$ cat config.mk
export PLATFORM = sky130hd
export DESIGN_NAME = m4ct_front
export DESIGN_NICKNAME = d
export VERILOG_FILES = /design/src/m4ct_pkg.sv /design/src/m4ct_front.sv
export SDC_FILE = /design/constraint.sdc
export NUM_CORES = 1
export LEC_CHECK = 0
export BUFFER_PORTS_ARGS = -buffer_cell sky130_fd_sc_hd__buf_2
export CAP_MARGIN = 30
export CORE_MARGIN = 4
export CORE_UTILIZATION = 55
export DETAILED_ROUTE_END_ITERATION = 7
export GPL_TIMING_DRIVEN = 0
export PLACE_DENSITY = 0.88
export SETUP_SLACK_MARGIN = 0.2
export SYNTH_ARGS = -nofsm -noshare
export SYNTH_HDL_FRONTEND = slang
export SYNTH_SLANG_ARGS = --single-unit
$ cat constraint.sdc
create_clock -name i_clk -period 10.2 [get_ports i_clk]
set_input_delay 2.04 -clock i_clk [delete_from_list [all_inputs] [get_ports i_clk]]
set_output_delay 2.04 -clock i_clk [all_outputs]
set_load 0.05 [all_outputs]
$ cat src/m4ct_pkg.sv
`timescale 1ns / 1ps
// ----------------------------------------------------------------------------
// m4ct_pkg
// Shared types and default constants for the 4x4 column transform core.
// ----------------------------------------------------------------------------
package m4ct_pkg;

    localparam int VALUE_WIDTH_DEF = 32;
    localparam int FRAC_BITS_DEF   = 16;
    localparam int QUEUE_DEPTH_DEF = 2;

    localparam int DIM        = 4;
    localparam int ELEM_COUNT = DIM * DIM;
    localparam int INDEX_W    = 4;

    typedef enum logic {
        CMD_WRITE = 1'b0,
        CMD_XFORM = 1'b1
    } t_cmd;

endpackage

$ cat src/m4ct_front.sv
`timescale 1ns / 1ps
// ----------------------------------------------------------------------------
// m4ct_front
// Input side: unpacks stream items, tags write or transform, and holds them
// in a short queue until the compute side takes them.
// ----------------------------------------------------------------------------
module m4ct_front
    import m4ct_pkg::*;
#(
    parameter int VALUE_WIDTH = VALUE_WIDTH_DEF,
    parameter int QUEUE_DEPTH = QUEUE_DEPTH_DEF,
    parameter int IN_TDATA_W  = 168
) (
    input  logic                            i_clk,
    input  logic                            i_rst_n,
    input  logic                            i_s_tvalid,
    output logic                            o_s_tready,
    // elem_index, elem_value, vec_x, vec_y, vec_z, vec_w, zero pad
    input  logic [IN_TDATA_W-1:0]           i_s_tdata,
    // cmd
    input  logic                            i_s_tuser,
    output logic                            o_q_valid,
    input  logic                            i_q_pop,
    output t_cmd                            o_q_cmd,
    output logic [INDEX_W-1:0]              o_q_index,
    output logic [VALUE_WIDTH-1:0]          o_q_value,
    output logic [DIM-1:0][VALUE_WIDTH-1:0] o_q_vec
);

    localparam int PTR_W = $clog2(QUEUE_DEPTH);
    localparam int CNT_W = $clog2(QUEUE_DEPTH + 1);
    localparam int VAL_LO = INDEX_W;
    localparam int VEC_LO = INDEX_W + VALUE_WIDTH;

    t_cmd                            r_cmd   [QUEUE_DEPTH];
    logic [INDEX_W-1:0]              r_index [QUEUE_DEPTH];
    logic [VALUE_WIDTH-1:0]          r_value [QUEUE_DEPTH];
    logic [DIM-1:0][VALUE_WIDTH-1:0] r_vec   [QUEUE_DEPTH];

    logic [PTR_W-1:0] r_wr_ptr, n_wr_ptr;
    logic [PTR_W-1:0] r_rd_ptr, n_rd_ptr;
    logic [CNT_W-1:0] r_count, n_count;

    logic w_push;
    logic w_pop;
    logic [DIM-1:0][VALUE_WIDTH-1:0] w_in_vec;

    assign o_s_tready = (r_count != CNT_W'(QUEUE_DEPTH));
    assign o_q_valid  = (r_count != '0);
    assign w_push     = i_s_tvalid && o_s_tready;
    assign w_pop      = i_q_pop && o_q_valid;

    always_comb begin
        for (int c = 0; c < DIM; c++) begin
            w_in_vec[c] = i_s_tdata[VEC_LO + c*VALUE_WIDTH +: VALUE_WIDTH];
        end
    end

    always_comb begin
        n_wr_ptr = r_wr_ptr;
        n_rd_ptr = r_rd_ptr;
        n_count  = r_count;
        if (w_push) begin
            n_wr_ptr = (r_wr_ptr == PTR_W'(QUEUE_DEPTH - 1)) ? '0 : r_wr_ptr + 1'b1;
        end
        if (w_pop) begin
            n_rd_ptr = (r_rd_ptr == PTR_W'(QUEUE_DEPTH - 1)) ? '0 : r_rd_ptr + 1'b1;
        end
        if (w_push && !w_pop) begin
            n_count = r_count + 1'b1;
        end else if (w_pop && !w_push) begin
            n_count = r_count - 1'b1;
        end
    end

    always_ff @(posedge i_clk) begin
        if (!i_rst_n) begin
            r_wr_ptr <= '0;
            r_rd_ptr <= '0;
            r_count  <= '0;
        end else begin
            r_wr_ptr <= n_wr_ptr;
            r_rd_ptr <= n_rd_ptr;
            r_count  <= n_count;
        end
    end

    always_ff @(posedge i_clk) begin
        if (w_push) begin
            r_cmd[r_wr_ptr]   <= t_cmd'(i_s_tuser);
            r_index[r_wr_ptr] <= i_s_tdata[INDEX_W-1:0];
            r_value[r_wr_ptr] <= i_s_tdata[VAL_LO +: VALUE_WIDTH];
            r_vec[r_wr_ptr]   <= w_in_vec;
        end
    end

    assign o_q_cmd   = r_cmd[r_rd_ptr];
    assign o_q_index = r_index[r_rd_ptr];
    assign o_q_value = r_value[r_rd_ptr];
    assign o_q_vec   = r_vec[r_rd_ptr];

endmodule

Yosys cells after proc, flatten, opt, wreduce, memory -nomap -nowiden
Memory sizes are Yosys's and may differ from the RTL's. A register that Yosys moved wholly into a read port is not among the register bits.
Cells that the tools add are included.
W data, S select, Z words.
{ "classes": {"n_reduce_logical": 8, "add_sub_neg": 4, "muxes": 14, "n_eq_ne": 1} }
{ "op_table": {"columns": ["cell", "n"], "rows": [
  ["$mux W1", 12],
  ["$logic_and A1 B1 Y1", 4],
  ["$mux W2", 2],
  ["$reduce_bool A2 Y1", 2],
  ["$add A1 B1 Y1 const B", 2],
  ["$add A2 B1 Y2 const B", 1],
  ["$logic_not A1 Y1", 2],
  ["$ne A2 B2 Y1 const B", 1],
  ["$sub A2 B1 Y2 const B", 1]
]} }
{ "totals": {"mem_bits_rw": 330, "inputBits": 173, "elab_cells": 34, "output_inout_bits": 167, "n_memories": 4, "regBits": 4} }
{ "memory_table": {"columns": ["name", "words", "width", "read_ports", "rd_ports_with_merged_regs", "write_ports", "line", "source"], "rows": [
  ["r_vec", 2, 128, 1, 1, 1, "m4ct_front.sv:38", "logic [DIM-1:0][VALUE_WIDTH-1:0] r_vec [QUEUE_DEPTH];"],
  ["r_value", 2, 32, 1, 1, 1, "m4ct_front.sv:37", "logic [VALUE_WIDTH-1:0] r_value [QUEUE_DEPTH];"],
  ["r_index", 2, 4, 1, 1, 1, "m4ct_front.sv:36", "logic [INDEX_W-1:0] r_index [QUEUE_DEPTH];"],
  ["r_cmd", 2, 1, 1, 1, 1, "m4ct_front.sv:35", "t_cmd r_cmd [QUEUE_DEPTH];"]
]} }

Longest topological paths before layout
Gate-level depths: netlist of the first run.
{ "depth": {"word_depth": 6, "ltp_mapped": 6, "ltp_nobuf": 6} }

Worst setup path before layout of the first run
No wires, ideal clock.
{ "synth_path": {"path_kind": "input to register", "startpoint": "in i_s_tvalid", "endpoint": "mem r_cmd[1] (netlist name), enable pin", "setup_slack_ns": 3.784, "cell_stages": 1, "arrival_ns": 5.870, "cell_sequence": "and3_1"} }
{ "synth_between": {"elab_chain_cells": 3} }
{ "synth_lines": {"columns": ["item", "line", "source"], "rows": [
  ["start: declaration", "m4ct_front.sv:16", "input logic i_s_tvalid,"],
  ["$logic_and A1 B1 Y1", "m4ct_front.sv:50", "assign w_push = i_s_tvalid && o_s_tready;"],
  ["$mux W1", "m4ct_front.sv:89", "if (w_push) begin"],
  ["$mux W1 (implied by the code)", "m4ct_front.sv:90", "r_cmd[r_wr_ptr] <= t_cmd'(i_s_tuser);"],
  ["end: declaration", "m4ct_front.sv:35", null]
]} }
Every way passes these cells.

==> results of run 1 <==
-- cell type report --
cell class                      count  area (um^2)
Buffer                             18        148.9
Clock buffer                       49        991.0
Clock inverter                     11        72.57
Fill cell                        1373         6411
Inverter                            1        11.26
Multi-Input combinational cell    183         2002
Sequential cell                   335        10010
Tap cell                          280        350.3
Timing Repair Buffer              338         1759
-- routing by layer --
layer / GRT usage (%) / part of all wire [%] / routed length [um]
met3: 6.250 / 9.1 / 2287
met1: 22.26 / 35 / 8781
met4: 6.074 / 2.4 / 594
met2: 35.22 / 53 / 13320
met5: 0 / 0.052 / 13
-- per-stage QoR --
step	total power, uW	area, um^2	hold slack [ns]
floorplan	3018	12160	0.5124
global placement	3370	14190	0.5266
detailed placement	3369	14280	0.5744
CTS	4543	15340	0.6047
global route	4669	15340	0.6278
finish	4497	15340	0.5996
-- cell families (layout without fill, tap and decap cells) --
| kind of cell | Yosys count | after routing | synth area share (%) |
|---|---|---|---|
| AOI/OAI and AO/OA | 5 | 5 | 0.2881 |
| xor gates and xnor gates | 3 | 3 | 0.2161 |
| adders and majority gates | 1 | 1 | 0.1029 |
| buffers and inverters | 19 | 417 | 1.255 |
| DFF | 335 | 335 | 82.32 |
| muxes | 165 | 165 | 15.28 |
| and+or+nand+nor | 9 | 9 | 0.5352 |
-- worst register-to-register path: cells and delay by family, from the launching register on --
kind / cells / cell delay [ns]
AND/OR/NAND/NOR: 2 / 0.92
flip-flops: 1 / 0.44
buffers and inverters: 2 / 0.66
-- how the worst min path moves through the flow --
stage                     startpoint    endpoint  slack [ns]  cells past startpoint
after CTS                 r_count[1]  r_count[1]        0.60                      2
after global placement    r_count[1]  r_count[1]        0.53                      2
after global routing        r_rd_ptr        flop        0.63                      2
final                       r_rd_ptr        flop        0.60                      2
after floorplan           r_count[1]  r_count[1]        0.51                      2
after detailed placement    r_rd_ptr        flop        0.57                      2
-- power by group --
group	switching (uW)	internal [uW]	leakage [uW]	total, uW
Clock	466	698	0.000513	1160
Sequential	42.8	1720	0.00312	1760
Combinational	1130	436	0.00211	1570
Total	1640	2850	0.00575	4500
-- synth_stat cells --
cell	instances	area, um^2
buf_4	11	82.58
or2_2	1	6.260
edfxtp_1	330	9910
buf_6	5	56.30
or3_1	1	6.260
nand2b_4	1	13.76
ha_1	1	12.51
dfxtp_1	5	100.1
a21boi_0	1	7.510
and2_1	4	25.02
o21ai_1	1	5.000
mux2_2	165	1858
a21boi_1	1	7.510
inv_1	1	3.750
a21bo_2	1	10.01
xnor2_1	2	17.52
xor2_1	1	8.760
and3_1	1	6.260
buf_2	2	10.01
o21ai_0	1	5.000
nand3b_1	1	7.510
-- sequential cells by signal, summed over array words and instances, names as in the netlist, named ones only --
register / cells
r_index: 8
r_cmd: 2
r_count: 2
r_rd_ptr: 1
r_wr_ptr: 1
r_value: 64
r_vec: 256
==> impl_metrics.tcl, run 1 <==
set metrics [dict create \
    status "completed" \
    cts_buffer_depth 3 \
    grt_overflow_total 0 \
    path_delay_family "buffers and inverters" \
    cts.sinks 335 \
    hold_viol 0 \
    netlist_area_um2 12160 \
    dieWidth_um 156.7 \
    place_ws_ns 6.219 \
    cp_cell_sequence "buf_2 -> buf_4 -> mux2_2 -> buf_2" \
    final_common_cell "buf_2" \
    cts_hold_buf 0 \
    start_util_pct 55.89 \
    syn-num-nets 711 \
    worstSetupPathType "flop to primary output" \
    synthCells 537 \
    cts-buffers-inserted 34 \
    num_vias 6287 \
    layout_common_cells "buf_2, edfxtp_1, mux2_2" \
    viasPerCell 5.174 \
    fin_cells 1215 \
    final-setup-viol-count 0 \
    max_stage_delay_ns 0.36 \
    grt_max_degree 111 \
    ant_nets 0 \
    peakVddDrop_v 0.0002383 \
    hold_path_class "flop to flop" \
    htreeDepth 2 \
    ios 340 \
    drc 0 \
    areaGrowthSynthToFinish_pct 26.20 \
    grt_pass1_wl_um 36850 \
    cp-start-kind "flop" \
    finish.utilization_pct 70.53 \
    synth_seq_cells 335 \
    r2r-start "r_count[0]" \
    finalSetupTns_ns 0 \
    r2r_slack_ns 7.80 \
    drt_iter0_drc 349 \
    num_rows 54 \
    fp.coreArea_um2 21760 \
    tritoncts "done" \
    nets 1085 \
    cts-root-buf "clkbuf_16" \
    final_max_slew_viol_count 0 \
    seq_area_frac_synth_pct 82.32 \
    dpl.cell_count 1155 \
    routed_wl_um 25000 \
    avgRoutedWirePerCell_um 20.57 \
    cp.depth 4 \
    r2r_cells 4 \
    crit_path_end_kind "primary output" \
    antenna_found_initial 1 \
    tightest_slew_ns 0.8263 \
    cts_resized 0 \
    layout_setup_ws_ns 6.158 \
    maxSlewHeadroom_pct 44.91 \
    place_congestion 0.7423 \
    cpMaxStageDelayCell "mux2_2" \
    period_needed_ns 4.042 \
    cts.clk_slew.worst_paths_ns 0.05 \
    rsz0062_at_grt "false" \
    fin_skew_ns 0.01461 \
    synth_cell_types 21 \
    first_pass_iters 4 \
    post_cts_buffers 0 \
    clkLatencyLatePin_ns 0.49 \
    worstPathRequired_ns 8.16 \
    crit_path_end "o_q_value[3]" \
    io_buffers 335 \
    maxCapViolations 0 \
    ys_warn_count 0 \
    crit_fanout 10 \
    grt_pass1_vias 6753 \
    crit_arrival_ns 2.00 \
    critPathBufInv 3 \
    finalCritPeriodShare_pct 39.63 \
    max_freq_mhz 247.4 \
    power_density_nw_per_um2 293.0 \
    crit_path_frequent_cell "buf_2" \
    leakage_uw 0.005750 \
    track_usage_pct 19.56 \
    die_y_um 156.7 \
    die-area_um2 24550 \
    dp_hpwl_um 17430 \
    synth_area_per_cell_um2 22.64 \
    drive_above_1_share_pct 60.75 \
    antennaDiodeCount 0 \
    regToRegEndpoint "r_vec[1][53]" \
]
Note: power is estimated with default switching activity, not from simulation.
==> run 2, diff against run 1 <==
ABC_AREA = 1   (was default)
CORE_UTILIZATION = 47   (was 55)
PLACE_DENSITY = 0.8   (was 0.88)
clock period = 3.4 ns   (was 10.2 ns; I/O delays follow)
==> impl_metrics.tcl, run 2 <==
set metrics [dict create \
    ys_warn_count 0 \
    maxCapViolations 0 \
    dieWidth_um 169.1 \
    crit_arrival_ns 1.97 \
    pwr-share-seq_pct 40.0 \
    r2r-start "r_count[0]" \
    hold_path_class "input port to flop" \
    synth_common_cells "edfxtp_1, mux2_2, buf_6" \
    status "completed" \
    grt_max_degree 32 \
    largest_register_ffs 256 \
    synth_area_per_cell_um2 22.19 \
    synth-simple-area-share_pct 0.6151 \
    crit_fanout 10 \
    io_buffers 335 \
    place_congestion 0.7609 \
    nFillCells 1846 \
    leakage_uw 0.005893 \
    period_needed_ns 2.649 \
    synth_edf_count 330 \
    top_register "r_vec" \
    htreeDepth 2 \
    reg_top3 "r_vec: 256 flops, r_value: 64 flops, r_index: 8 flops" \
    worstSetupPathType "flop to primary output" \
    cts_resized 0 \
    hold_viol 0 \
    antenna_found_initial 4 \
    peakVddDrop_v 0.0005828 \
    tritoncts "done" \
    layout_setup_ws_ns 0.7509 \
    areaGrowthSynthToFinish_pct 28.67 \
    power_frac_clock_pct 26.3 \
    r2r_slack_ns 1.16 \
    ys_top_cells_by_area "edfxtp_1, mux2_2, buf_6" \
    viasPerCell 5.015 \
    cts_hold_buf 0 \
    cts-root-buf "clkbuf_16" \
    fin_skew_ns 0.01019 \
    power.total_uw 13370 \
    final_max_slew_viol_count 0 \
    grt_overflow_total 0 \
    die_y_um 169.1 \
    drt_iter0_drc 347 \
    dpl.cell_count 1228 \
    finalCritPeriodShare_pct 77.91 \
    synth_top_family_by_area "multiplexers" \
    dp_hpwl_um 18290 \
    async_flop_share_pct 0 \
    final-setup-viol-count 0 \
    final_common_cell "buf_2" \
    cts_buffer_depth 3 \
    drive_above_1_share_pct 60.27 \
    fin_cells 1292 \
    die-area_um2 28610 \
    cp-start-kind "flop" \
    combPwrFrac_pct 33.7 \
    start_util_pct 48.05 \
    holdCritStartpoint "i_s_tdata[58]" \
    worstPathRequired_ns 2.72 \
    grt_pass1_wl_um 38780 \
    internal-power_uw 8602 \
    r2r_cells 7 \
    tightest_slew_ns 0.6677 \
    netlist_area_um2 12200 \
    max_freq_mhz 377.5 \
    crit_path_end_kind "primary output" \
    synth_flop_cell "edfxtp_1" \
    post_cts_buffers 0 \
    ant_nets 0 \
    synth_mux_area_share_pct 15.22 \
    synth_xor_area_share_pct 0 \
    synth_seq_cells 335 \
    hold_ws_ns 0.3744 \
    num_vias 6480 \
    hold_path_depth 1 \
    synth_compound_area_share_pct 0.1845 \
    yosysTopAreaCellShare_pct 81.20 \
    synth_cell_types 14 \
    routed_wl_um 25730 \
    maxSlewHeadroom_pct 55.38 \
    cts-buffers-inserted 35 \
    layout_common_cells "buf_2, edfxtp_1, mux2_2" \
    regToRegEndpoint "r_vec[1][64]" \
    worstHoldEndpoint "r_vec[1][22]" \
    place_ws_ns 0.8764 \
    synthCells 550 \
    synth_fa_ha_area_share_pct 0.1025 \
    fp.coreArea_um2 25400 \
    cts.sinks 335 \
    place_area_um2 14640 \
    nets 1109 \
    cts.clk_slew.worst_paths_ns 0.06 \
    grt_pass1_vias 7066 \
    syn-num-nets 724 \
    avgRoutedWirePerCell_um 19.91 \
    p_switching_uw 4764 \
    first_pass_iters 4 \
    seq_area_frac_synth_pct 82.02 \
    synth_area_leader_cell "edfxtp_1" \
    yosysMostFrequentCell "edfxtp_1" \
    rsz0062_at_grt "false" \
    num_rows 58 \
    p_sw_share_pct 35.64 \
    fin_area_um2 15700 \
    track_usage_pct 17.39 \
    ios 340 \
    power_density_nw_per_um2 851.2 \
    clkLatencyLatePin_ns 0.49 \
    drc 0 \
]
run 2: cell types whose count changed after synthesis, sizes merged, moves of 2 or more:
cell,before,now
a21boi,2,0
xnor2,2,0
and2,4,0
nand2,0,9
inv,1,8
nor2,0,8
run 2: logic make-up (layout without fill, tap and decap cells):
family | count (synthesis) | count (layout)
mux | 165 | 165
other cells | 0 | 3
buf+inv | 26 | 435
simple gates | 19 | 19
compound gates | 4 | 4
fa+ha+maj | 1 | 1
flops | 335 | 335
run 2: stage by stage:
step / TNS, ns / utilization (%)
2_1_floorplan: -66.43 / -
3_3_place_gp: -532.19 / 56.43
3_5_place_dp: 0 / 57.63
4_1_cts: 0 / 61.79
5_1_grt: 0 / 61.82
6_report: 0 / 61.82
run 2: power by group through the flow:
| stage | sequential (uW) | clock [uW] | combinational [uW] |
|---|---|---|---|
| 2_1_floorplan | 5430 | 0 | 3370 |
| 3_3_place_gp | 5480 | 0 | 4300 |
| 3_5_place_dp | 5440 | 0 | 4530 |
| 4_1_cts | 5350 | 3620 | 4560 |
| 5_1_grt | 5390 | 3790 | 4720 |
| 6_report | 5350 | 3510 | 4500 |
run 2: layout make-up:
| type | instances | area, um^2 | area share, % |
|---|---|---|---|
| flip-flops and latches | 335 | 10010 | 63.74 |
| multi-input cells | 189 | 2007 | 12.78 |
| repair buffers | 348 | 1982 | 12.62 |
| clock buffers | 52 | 992.2 | 6.319 |
| well taps | 330 | 412.9 | 2.629 |
| plain buffers | 18 | 196.4 | 1.251 |
| clock inverters | 9 | 65.06 | 0.4143 |
| inverters | 8 | 30.03 | 0.1912 |
| diodes | 3 | 7.507 | 0.04781 |
run 2: routing by layer:
layer	share of wire, %	GRT usage (%)
met5	0.051	0
met4	3.6	6.615
met3	8.3	5.521
met2	52	31.42
met1	36	19.17
run 2: critical path, stage by stage (launching register included):
cell and delay, ns:
dfxtp_1 0.44, buf_6 0.25, buf_6 0.19, mux2_2 0.37, buf_2 0.22
run 2: worst max path at each step:
stage               slack, ns  depth (start not counted)  startpoint            end
floorplan               -0.21                          2  i_s_tvalid       r_cmd[0]
global placement        -1.63                          3  i_s_tvalid   r_vec[0][64]
detailed placement       0.88                          7  i_s_tvalid  r_vec[0][122]
CTS                      0.68                          4        flop  o_q_value[25]
global route             0.64                          4        flop  o_q_value[25]
finish                   0.75                          4        flop  o_q_value[25]
